<file path="config.mk">
export PLATFORM = sky130hd
export DESIGN_NAME = websocket_client_frame_masker
export DESIGN_NICKNAME = d
export VERILOG_FILES = /design/src/rtl/core/wcfm_pkg.sv /design/src/rtl/core/websocket_client_frame_masker.sv /design/src/rtl/core/wcfm_in_reg.sv /design/src/rtl/core/wcfm_encoder.sv /design/src/rtl/core/wcfm_out_reg.sv
export SDC_FILE = /design/constraint.sdc
export NUM_CORES = 1
export LEC_CHECK = 0
export ABC_CLOCK_PERIOD_IN_PS = 5200
export CORE_UTILIZATION = 25
export DETAILED_ROUTE_END_ITERATION = 8
export DONT_BUFFER_PORTS = 1
export HOLD_SLACK_MARGIN = 0.05
export PLACE_DENSITY = 0.39
export SYNTH_ARGS = -nofsm -noshare
export SYNTH_HDL_FRONTEND = slang
export SYNTH_HIERARCHICAL = 1
export SYNTH_SLANG_ARGS = --single-unit
</file>
<file path="constraint.sdc">
create_clock -name clk -period 5.2 [get_ports clk]
set_input_delay 0.26 -clock clk [delete_from_list [all_inputs] [get_ports clk]]
set_output_delay 0.26 -clock clk [all_outputs]
set_load 0.05 [all_outputs]
</file>
<file path="src/rtl/core/wcfm_pkg.sv">
// shared types and constants for the websocket client frame masker
// no dependencies; imported by every module of the block
package wcfm_pkg;

    localparam int LEN_W      = 63;
    localparam int KEY_W      = 32;
    localparam int BYTE_W     = 8;
    localparam int HDR_MAX    = 14;
    localparam int HDR_IDX_W  = $clog2(HDR_MAX);
    localparam int TDATA_IN_W = 112;

    localparam logic [LEN_W-1:0]  LEN_SHORT_MAX = 63'd125;
    localparam logic [BYTE_W-1:0] LEN_CODE_MID  = 8'd254;
    localparam logic [BYTE_W-1:0] LEN_CODE_LONG = 8'd255;
    localparam logic [BYTE_W-1:0] LEN_MASK_BIT  = 8'd128;

    // extended length byte counts and last header index per length class
    localparam logic [HDR_IDX_W-1:0] EXT_NONE  = 4'd0;
    localparam logic [HDR_IDX_W-1:0] EXT_MID   = 4'd2;
    localparam logic [HDR_IDX_W-1:0] EXT_LONG  = 4'd8;
    localparam logic [HDR_IDX_W-1:0] LAST_SHORT = 4'd5;
    localparam logic [HDR_IDX_W-1:0] LAST_MID   = 4'd7;
    localparam logic [HDR_IDX_W-1:0] LAST_LONG  = 4'd13;

    typedef enum logic
    {
        CMD_START   = 1'b0,
        CMD_PAYLOAD = 1'b1
    } cmd_t;

    typedef enum logic [1:0]
    {
        LEN_SHORT = 2'd0,
        LEN_MID   = 2'd1,
        LEN_LONG  = 2'd2
    } len_class_t;

    typedef struct packed
    {
        cmd_t              cmd;
        logic [BYTE_W-1:0] frame_flags;
        logic [LEN_W-1:0]  payload_length;
        logic [KEY_W-1:0]  mask_key;
        logic [BYTE_W-1:0] data_byte;
    } item_t;

    typedef struct packed
    {
        logic [BYTE_W-1:0] out_byte;
        logic              run_last;
        logic              frame_end;
    } result_t;

    // handshake between encoder and its neighbours
    typedef struct packed
    {
        logic push;   // result written to the output register
        logic pop;    // held input item retired
    } enc_ctl_t;

endpackage

</file>
<file path="src/rtl/core/websocket_client_frame_masker.sv">
// top level of the websocket client frame masker (client-side frame encoder)
// depends on wcfm_pkg, wcfm_in_reg, wcfm_encoder, wcfm_out_reg
//
//  channel   dir  tdata                                  tuser       tlast
//  s_axis    in   flags, length, mask key, data byte     cmd         -
//  m_axis    out  out byte                               frame end   last byte of beat's run
//
// a payload beat gives at most one byte, so payload runs one beat a cycle while m_axis does not stall
// a start beat is held in the input register while its 6, 8 or 14 header bytes go out, one header
//   byte a cycle while m_axis does not stall, paced by the header sequencer in the encoder
// reset clears the frame state (no frame open) and both valid flags
// a stall on m_axis holds the output register; the input register still takes one beat
module websocket_client_frame_masker
    import wcfm_pkg::*;
(
    input  logic                  clk,
    input  logic                  rst_n,
    input  logic                  s_axis_tvalid,
    output logic                  s_axis_tready,
    // frame_flags [7:0], payload_length [70:8], mask_key [102:71],
    // data_byte [110:103], zero pad [111]
    input  logic [TDATA_IN_W-1:0] s_axis_tdata,
    // cmd
    input  logic                  s_axis_tuser,
    output logic                  m_axis_tvalid,
    input  logic                  m_axis_tready,
    // out_byte [7:0]
    output logic [BYTE_W-1:0]     m_axis_tdata,
    output logic                  m_axis_tlast,
    // frame_end
    output logic                  m_axis_tuser
);

    item_t    in_item;
    item_t    held_item;
    logic     held_valid;
    logic     in_load;
    logic     out_free;
    enc_ctl_t ctl;
    result_t  enc_res;
    result_t  out_res;

    // unpack the input beat, lowest field first
    assign in_item.cmd            = cmd_t'(s_axis_tuser);
    assign in_item.frame_flags    = s_axis_tdata[7:0];
    assign in_item.payload_length = s_axis_tdata[70:8];
    assign in_item.mask_key       = s_axis_tdata[102:71];
    assign in_item.data_byte      = s_axis_tdata[110:103];

    // room when empty or when the held item retires this cycle
    assign s_axis_tready = !held_valid || ctl.pop;
    assign in_load       = s_axis_tvalid && s_axis_tready;

    wcfm_in_reg u_in_reg
    (
        .clk       (clk),
        .rst_n     (rst_n),
        .load      (in_load),
        .load_item (in_item),
        .pop       (ctl.pop),
        .valid     (held_valid),
        .item      (held_item)
    );

    wcfm_encoder u_encoder
    (
        .clk      (clk),
        .rst_n    (rst_n),
        .in_valid (held_valid),
        .item     (held_item),
        .out_free (out_free),
        .ctl      (ctl),
        .res      (enc_res)
    );

    wcfm_out_reg u_out_reg
    (
        .clk      (clk),
        .rst_n    (rst_n),
        .load     (ctl.push),
        .load_res (enc_res),
        .ready    (m_axis_tready),
        .free     (out_free),
        .valid    (m_axis_tvalid),
        .res      (out_res)
    );

    assign m_axis_tdata = out_res.out_byte;
    assign m_axis_tlast = out_res.run_last;
    assign m_axis_tuser = out_res.frame_end;

endmodule

</file>
<file path="src/rtl/core/wcfm_in_reg.sv">
// input register of the frame masker: holds one accepted beat
// depends on wcfm_pkg
module wcfm_in_reg
    import wcfm_pkg::*;
(
    input  logic  clk,
    input  logic  rst_n,
    input  logic  load,
    input  item_t load_item,
    input  logic  pop,
    output logic  valid,
    output item_t item
);

    logic  valid_reg;
    logic  valid_next;
    item_t item_reg;

    always_comb
    begin
        valid_next = valid_reg;
        if (load)
        begin
            valid_next = 1'b1;
        end
        else if (pop)
        begin
            valid_next = 1'b0;
        end
    end

    always_ff @(posedge clk or negedge rst_n)
    begin
        if (!rst_n)
        begin
            valid_reg <= 1'b0;
        end
        else
        begin
            valid_reg <= valid_next;
        end
    end

    always_ff @(posedge clk)
    begin
        if (load)
        begin
            item_reg <= load_item;
        end
    end

    assign valid = valid_reg;
    assign item  = item_reg;

endmodule

</file>
<file path="src/rtl/core/wcfm_encoder.sv">
// frame state, header byte sequencer and payload masking
// depends on wcfm_pkg
module wcfm_encoder
    import wcfm_pkg::*;
(
    input  logic     clk,
    input  logic     rst_n,
    input  logic     in_valid,
    input  item_t    item,
    input  logic     out_free,
    output enc_ctl_t ctl,
    output result_t  res
);

    logic [KEY_W-1:0]     mask_word_reg;
    logic [KEY_W-1:0]     mask_word_next;
    logic [1:0]           byte_position_reg;
    logic [1:0]           byte_position_next;
    logic [LEN_W-1:0]     bytes_left_reg;
    logic [LEN_W-1:0]     bytes_left_next;
    logic [HDR_IDX_W-1:0] hdr_idx_reg;
    logic [HDR_IDX_W-1:0] hdr_idx_next;

    len_class_t           len_class;
    logic [HDR_IDX_W-1:0] ext_len;
    logic [HDR_IDX_W-1:0] last_idx;
    logic [HDR_IDX_W-1:0] ext_idx;
    logic [HDR_IDX_W-1:0] key_idx;
    logic [2:0]           len_sel;
    logic [63:0]          len_wide;
    logic [BYTE_W-1:0]    hdr_byte;
    logic [BYTE_W-1:0]    mask_byte;
    logic                 is_start;
    logic                 hdr_last;
    logic                 drop;
    logic                 push;
    logic                 pop;

    assign is_start = (item.cmd == CMD_START);
    assign len_wide = {1'b0, item.payload_length};

    // length class of the held start item
    always_comb
    begin
        priority if (item.payload_length <= LEN_SHORT_MAX)
        begin
            len_class = LEN_SHORT;
        end
        else if (item.payload_length[LEN_W-1:16] == '0)
        begin
            len_class = LEN_MID;
        end
        else
        begin
            len_class = LEN_LONG;
        end
    end

    always_comb
    begin
        unique case (len_class)
            LEN_SHORT:
            begin
                ext_len  = EXT_NONE;
                last_idx = LAST_SHORT;
            end
            LEN_MID:
            begin
                ext_len  = EXT_MID;
                last_idx = LAST_MID;
            end
            default:
            begin
                ext_len  = EXT_LONG;
                last_idx = LAST_LONG;
            end
        endcase
    end

    assign ext_idx  = hdr_idx_reg - 4'd2;
    assign key_idx  = ext_idx - ext_len;
    assign len_sel  = 3'(ext_len - 4'd1 - ext_idx);
    assign hdr_last = (hdr_idx_reg == last_idx);

    // header byte at the current sequencer position
    always_comb
    begin
        priority if (hdr_idx_reg == 4'd0)
        begin
            hdr_byte = item.frame_flags | 8'd1;
        end
        else if (hdr_idx_reg == 4'd1)
        begin
            unique case (len_class)
                LEN_SHORT: hdr_byte = LEN_MASK_BIT | {1'b0, item.payload_length[6:0]};
                LEN_MID:   hdr_byte = LEN_CODE_MID;
                default:   hdr_byte = LEN_CODE_LONG;
            endcase
        end
        else if (ext_idx < ext_len)
        begin
            hdr_byte = len_wide[{len_sel, 3'b000} +: BYTE_W];
        end
        else
        begin
            hdr_byte = item.mask_key[{~key_idx[1:0], 3'b000} +: BYTE_W];
        end
    end

    assign mask_byte = mask_word_reg[{~byte_position_reg, 3'b000} +: BYTE_W];

    // payload beat outside a frame is swallowed without a result
    assign drop = in_valid && !is_start && (bytes_left_reg == '0);
    assign push = in_valid && !drop && out_free;
    assign pop  = drop || (push && (!is_start || hdr_last));

    always_comb
    begin
        if (is_start)
        begin
            res.out_byte  = hdr_byte;
            res.run_last  = hdr_last;
            res.frame_end = hdr_last && (item.payload_length == '0);
        end
        else
        begin
            res.out_byte  = item.data_byte ^ mask_byte;
            res.run_last  = 1'b1;
            res.frame_end = (bytes_left_reg == 63'd1);
        end
    end

    always_comb
    begin
        mask_word_next     = mask_word_reg;
        byte_position_next = byte_position_reg;
        bytes_left_next    = bytes_left_reg;
        hdr_idx_next       = hdr_idx_reg;
        if (push && is_start)
        begin
            if (hdr_last)
            begin
                hdr_idx_next       = '0;
                mask_word_next     = item.mask_key;
                byte_position_next = 2'd0;
                bytes_left_next    = item.payload_length;
            end
            else
            begin
                hdr_idx_next = hdr_idx_reg + 4'd1;
            end
        end
        else if (push)
        begin
            byte_position_next = byte_position_reg + 2'd1;
            bytes_left_next    = bytes_left_reg - 63'd1;
        end
    end

    always_ff @(posedge clk or negedge rst_n)
    begin
        if (!rst_n)
        begin
            mask_word_reg     <= '0;
            byte_position_reg <= '0;
            bytes_left_reg    <= '0;
            hdr_idx_reg       <= '0;
        end
        else
        begin
            mask_word_reg     <= mask_word_next;
            byte_position_reg <= byte_position_next;
            bytes_left_reg    <= bytes_left_next;
            hdr_idx_reg       <= hdr_idx_next;
        end
    end

    assign ctl.push = push;
    assign ctl.pop  = pop;

    // sequencer only leaves zero while a start item is held
    a_hdr_idx_held: assert property (@(posedge clk) disable iff (!rst_n)
        (hdr_idx_reg != 4'd0) |-> (in_valid && is_start))
        else $error("header index busy without a start item");

    a_hdr_idx_range: assert property (@(posedge clk) disable iff (!rst_n)
        hdr_idx_reg <= LAST_LONG)
        else $error("header index beyond longest header");

    a_frame_end_clears: assert property (@(posedge clk) disable iff (!rst_n)
        (push && !is_start && res.frame_end) |=> (bytes_left_reg == '0))
        else $error("frame end flagged with payload still owed");

    a_pop_last: assert property (@(posedge clk) disable iff (!rst_n)
        (pop && !drop) |-> res.run_last)
        else $error("item retired before its last result");

endmodule

</file>
<file path="src/rtl/core/wcfm_out_reg.sv">
// output register of the frame masker, holds one result beat
// depends on wcfm_pkg
module wcfm_out_reg
    import wcfm_pkg::*;
(
    input  logic    clk,
    input  logic    rst_n,
    input  logic    load,
    input  result_t load_res,
    input  logic    ready,
    output logic    free,
    output logic    valid,
    output result_t res
);

    logic    valid_reg;
    logic    valid_next;
    result_t res_reg;

    assign free = !valid_reg || ready;

    always_comb
    begin
        valid_next = valid_reg;
        if (load)
        begin
            valid_next = 1'b1;
        end
        else if (ready)
        begin
            valid_next = 1'b0;
        end
    end

    always_ff @(posedge clk or negedge rst_n)
    begin
        if (!rst_n)
        begin
            valid_reg <= 1'b0;
        end
        else
        begin
            valid_reg <= valid_next;
        end
    end

    always_ff @(posedge clk)
    begin
        if (load)
        begin
            res_reg <= load_res;
        end
    end

    assign valid = valid_reg;
    assign res   = res_reg;

endmodule
</file>
==> results of run 1 <==
[layout make-up]
| type | instances | area [µm²] |
|---|---|---|
| Clock buffer | 38 | 759 |
| Clock inverter | 16 | 203 |
| Fill cell | 4505 | 30100 |
| Inverter | 13 | 48.8 |
| Multi-Input combinational cell | 637 | 4670 |
| Sequential cell | 224 | 6210 |
| Tap cell | 592 | 741 |
| Timing Repair Buffer | 138 | 1360 |
[worst max-delay path: cells and delay by family, from the launching register on]
family | cells | cell delay, ns
fa+ha+maj | 1 | 0.25
flops | 1 | 0.43
simple gates | 11 | 2.78
buf+inv | 3 | 0.47
[repair_timing]
action                    in CTS  in global routing
hold endpoints to repair     215                  0
hold buffers                 114                  0
resized for setup              0                  0
[through the flow]
step                instances  total power (W)  utilization, %  setup slack (ns)
CTS                      1658          0.00861            31.7             0.468
global placement         1490          0.00640            26.9             0.699
finish                   1658          0.00854            31.7             0.441
global route             1658          0.00901            31.7             0.202
floorplan                 935          0.00529               -             0.321
detailed placement       1490          0.00642            26.9             0.672
[placed cells by master, fill, tap and decap left out, types with 15 or more instances in the layout]
master and instances:
nand2_1 56, nor2_1 62, a21oi_1 28, or4_1 19, edfxtp_1 121, o211ai_1 15, nand4_1 23, and3_1 17
mux2_2 33, a31oi_1 27, nor4_1 32, a22oi_1 19, nand3_1 25, dlygate4sd3_1 113, o22ai_1 21, mux4_2 31
clkbuf_16 29, dfrtp_1 102, o21ai_0 23, nor3_1 40, buf_4 22
[path summary, 6_finish.rpt]
path                                                               from                                  endpoint  slack, ns  cells after the start
min in group asynchronous                                         rst_n  u_encoder/bytes_left_reg[34]$_DFFE_PN0P_       0.34                      2
worst max register to register              u_in_reg/item[68]$_DFFE_PP_                u_in_reg/item[9]$_DFFE_PP_       0.59                     16
worst min-delay path                                      s_axis_tvalid               u_in_reg/item[76]$_DFFE_PP_       0.21                      2
worst min register to register  u_encoder/mask_word_reg[15]$_DFFE_PN0P_   u_encoder/mask_word_reg[15]$_DFFE_PN0P_       0.50                      1
max in group asynchronous                                         rst_n      u_encoder/hdr_idx_reg[0]$_DFFE_PN0P_       4.36                      2
worst max-delay path                        u_in_reg/item[68]$_DFFE_PP_                             s_axis_tready       0.44                     15
[power by group through the flow]
stage	Clock [W]	Combinational, W	Sequential (W)
floorplan	0	0.00215	0.00314
global route	0.00217	0.00323	0.00361
CTS	0.00212	0.00299	0.00350
detailed placement	0	0.00289	0.00353
finish	0.00205	0.00298	0.00350
global placement	0	0.00286	0.00354
[per-layer routing]
metal	GRT usage [%]	up-vias	part of all wire, %
met1	26.1	4542	47
li1	-	3948	-
met3	3.10	60	5.7
met4	5.54	2	2.9
met2	27.4	338	44
met5	0	-	0.034
==> metrics.yaml, run 1 <==
run_status: "finished clean"
slowest_delay_ns: 0.67
gp_congestion: 0.824
io_pins: 129
gr-usage-all-layers_pct: 18.1
critPathArrivalTime_ns: 4.50
drtAntennaViolNets: 0
critical_path.max_fanout: 6
irDropWorstVdd_uv: 293
sw_frac_of_total_pct: 40.4
drt_wl_total_um: 40600
syn_nets: 1061
cap_violations: 0
slew_headroom_pct: 17.2
drive_above_1_share_pct: 14.8
setup_viol: 0
post-route-period-util_pct: 91.5
power_frac_clock_pct: 24.1
area_growth_pct: 25.5
root_buffer: "clkbuf_16"
firstDrtPassIters: 5
die_w_um: 213
grt_max_degree: 104
grt_first_pass_wirelength_um: 60300
rsz0062_at_grt: "false"
coreArea_um2: 44100
fin_setup_tns_ns: 0
ys_warn_count: 6
cp_cell_sequence: "nor4_1, nand4_1, nor3_1, buf_4, nor2b_1, ha_1, and3b_1, nand2_1, or4_1, and3_1, inv_1, nand2_1, nand2_1, nand2b_4, buf_4"
drtIter0Drc: 829
final.setup_skew_ns: 0.0210
seqPwrFrac_pct: 41.0
grt-ovfl-total: 0
cts.path.max_buffers: 3
clkTransAtPathRegs_ns: 0.06
fin_hold_ws_ns: 0.207
period_needed_ns: 4.76
first_global_vias: 8844
routed_via_density: 5.36
antenna_found_initial: 1
place_hpwl_um: 27100
die_h_um: 213
tritoncts: "done"
post_cts_buffers: 0
htree_num_levels: 1
dieArea_um2: 45500
p_switching_w: 0.00345
p_int_w: 0.00509
place_area_um2: 11900
cp_slowest_cell: "nor4_1"
cpMostUsedCell: "nand2_1"
wire_per_inst_um: 24.5
crit_path_start_kind: "register"
rows: 77
drc: 0
hp-class: "in2reg"
fin_area_um2: 14000
avgSynthCellArea_um2: 11.9
numPortBuffers: 0
floorplan.initialDensity_pct: 25.3
syn-cell-area_um2: 11200
required_ns: 4.94
worst_slew_pin_slew_ns: 1.23
p_per_area_nw_per_um2: 610
vias: 8890
pwr-share-comb_pct: 34.9
p_leak_nw: 5.01
largest_reg_flops: 111
clock_latency_ns: 0.58
finalNetCount: 1169
max_freq_ghz: 0.210
numCtsBuffers: 29
crit_type: "reg2out"
cts.sinks: 224
synth_cells: 935
n_antenna_cell: 0
final_hold_viol_count: 0
final_max_slew_viol_count: 0
worstSetupEndpointType: "output pin"
Power figures use the tool's default switching activity.
==> run 2, diff against run 1 <==
ABC_CLOCK_PERIOD_IN_PS = 3800   (was 5200)
PLACE_DENSITY = 0.41   (was 0.39)
clock period = 3.8 ns   (was 5.2 ns; I/O delays follow)
==> metrics.yaml, run 2 (synthesis gave the netlist of run 1 again) <==
fillers: 4469
numPortBuffers: 0
crit_path_start: "u_in_reg/item[83]$_DFFE_PP_"
gp_congestion: 0.811
crit_buf_inv: 4
drive_above_1_share_pct: 24.0
rrSetupSlack_ns: -0.08
firstDrtPassIters: 7
p_per_area_nw_per_um2: 815
cpLargestDelayFamily: "simple AND/OR/NAND/NOR gates"
io_pins: 129
die_h_um: 213
grt-ovfl-total: 0
dp_cells: 1574
hp-class: "in2reg"
crit_type: "reg2out"
cts.path.max_buffers: 3
final.setup.worst_slack_ns: -0.0886
first_global_vias: 9153
cap_violations: 0
final_max_slew_viol_count: 0
critPathArrivalTime_ns: 3.70
crit_path_start_kind: "register"
numCtsBuffers: 27
irDropWorstVdd_uv: 391
cp_slowest_cell: "edfxtp_1"
slowest_delay_ns: 0.43
final_hold_viol_count: 0
vias: 9290
fin_cells: 1768
clock_latency_ns: 0.58
area_growth_pct: 37.2
critical_path.max_fanout: 2
final_common_cell: "edfxtp_1"
worst_slew_pin_slew_ns: 0.723
finalNetCount: 1277
violations: "DRC, setup timing"
clkTransAtPathRegs_ns: 0.06
rr_startpoint: "u_in_reg/item[83]$_DFFE_PP_"
final.setup_skew_ns: 0.0267
setup_viol: 79
r2r-end: "u_in_reg/item[31]$_DFFE_PP_"
antenna_found_initial: 6
max_freq_ghz: 0.257
largest_reg_flops: 111
multi_input_area_um2: 4770
grt_max_degree: 104
endpoint: "s_axis_tready"
cp_cell_sequence: "nor4_4, buf_4, nand4_1, buf_6, nor3_4, nor2b_4, ha_4, and3b_1, nand2_1, or4_1, and3_4, inv_4, nand2_4, nand2_2, nand2b_4, buf_12"
fin_hold_ws_ns: 0.126
wire_per_inst_um: 24.3
drc: 4
coreArea_um2: 44100
p_leak_nw: 5.68
ff2ff_path_depth: 19
seqCellArea_um2: 6210
slew_headroom_pct: 51.8
floorplan.initialDensity_pct: 25.3
post-route-period-util_pct: 102
worstSetupEndpointType: "output pin"
place_hpwl_um: 29900
final_util_pct: 34.7
crit_cells: 16
required_ns: 3.61
drtIter0Drc: 750
root_buffer: "clkbuf_16"
drtAntennaViolNets: 0
routed_via_density: 5.25
drt_wl_total_um: 42900
final_cell_mix: "edfxtp_1 (121), dlygate4sd3_1 (113), dfrtp_1 (102)"
cts.sinks: 224
gr-usage-all-layers_pct: 18.9
dieArea_um2: 45500
grt_first_pass_wirelength_um: 62800
period_needed_ns: 3.89
die_w_um: 213
tritoncts: "done"
rows: 77
htree_num_levels: 1
run_status: "complete, but fails checks"
rsz0062_at_grt: "true"
==> run 2: area by class of cell <==
type | count | area share, %
Inverter | 13 | 0.335
Clock inverter | 16 | 1.19
Timing Repair Buffer | 248 | 17.0
Tap cell | 592 | 4.84
Sequential cell | 224 | 40.6
Multi-Input combinational cell | 637 | 31.2
Antenna cell | 4 | 0.0654
Clock buffer | 34 | 4.79
==> run 2: power by group <==
group	switching (W)	internal, W	leakage [nW]
clock	0.00112	0.00157	0.430
combinational	0.00269	0.00239	2.86
sequential	0.00112	0.00356	2.39
==> run 2: worst min-delay path by stage <==
stage	from	to	slack, ns	cells past startpoint
6_report	s_axis_tvalid	u_in_reg/item[79]$_DFFE_PP_	0.13	3
5_1_grt	s_axis_tvalid	u_in_reg/item[79]$_DFFE_PP_	0.12	3
4_1_cts	s_axis_tvalid	u_in_reg/item[79]$_DFFE_PP_	0.10	3
3_5_place_dp	rst_n	u_encoder/bytes_left_reg[11]$_DFFE_PN0P_	-0.09	0
3_3_place_gp	rst_n	u_encoder/bytes_left_reg[13]$_DFFE_PN0P_	-0.09	0
2_1_floorplan	rst_n	u_encoder/byte_position_reg[0]$_DFFE_PN0P_	-0.11	0
==> run 2: routing by layer <==
metal  GRT usage (%)  part of all wire (%)  up-vias
met5               0                 0.063        -
met1            26.8                    46     4710
met4            4.16                   2.0        4
met2            29.8                    45      340
met3            3.72                   6.9       61
li1                -                     -     4175
==> run 2: worst register-to-register path, cell delays in order (launching register included) <==
cell       delay (ns)
edfxtp_1         0.43
nor4_4           0.32
buf_4            0.16
nand4_1          0.11
buf_6            0.16
nor3_4           0.19
nor2b_4          0.19
ha_4             0.20
and3b_1          0.23
nand2_1          0.06
or4_1            0.40
and3_4           0.20
inv_4            0.06
nand2_4          0.05
nand2_2          0.07
nand2b_4         0.14
and2_4           0.18
buf_12           0.14
clkbuf_16        0.18
buf_16           0.13
==> run 2: what timing repair did <==
action                                  in CTS  in global routing
endpoints found under the setup margin     113                117
hold endpoints to repair                   215                  0
cloned                                       4                  8
pin swaps                                    5                  4
hold buffers                               114                  0
gates resized for setup                     23                 17
buffers inserted                            11                  6
==> run 2: stage by stage <==
step / area, µm² / TNS (ns) / total power (W) / worst slack (ns)
finish: 15300 / -4.12 / 0.0125 / -0.0886
global route: 15300 / -21.82 / 0.0131 / -0.270
CTS: 15000 / -5.39 / 0.0123 / -0.141
detailed placement: 12600 / -16.94 / 0.00916 / -0.194
global placement: 12600 / -17.43 / 0.00913 / -0.191
floorplan: 11200 / -84.67 / 0.00728 / -0.758
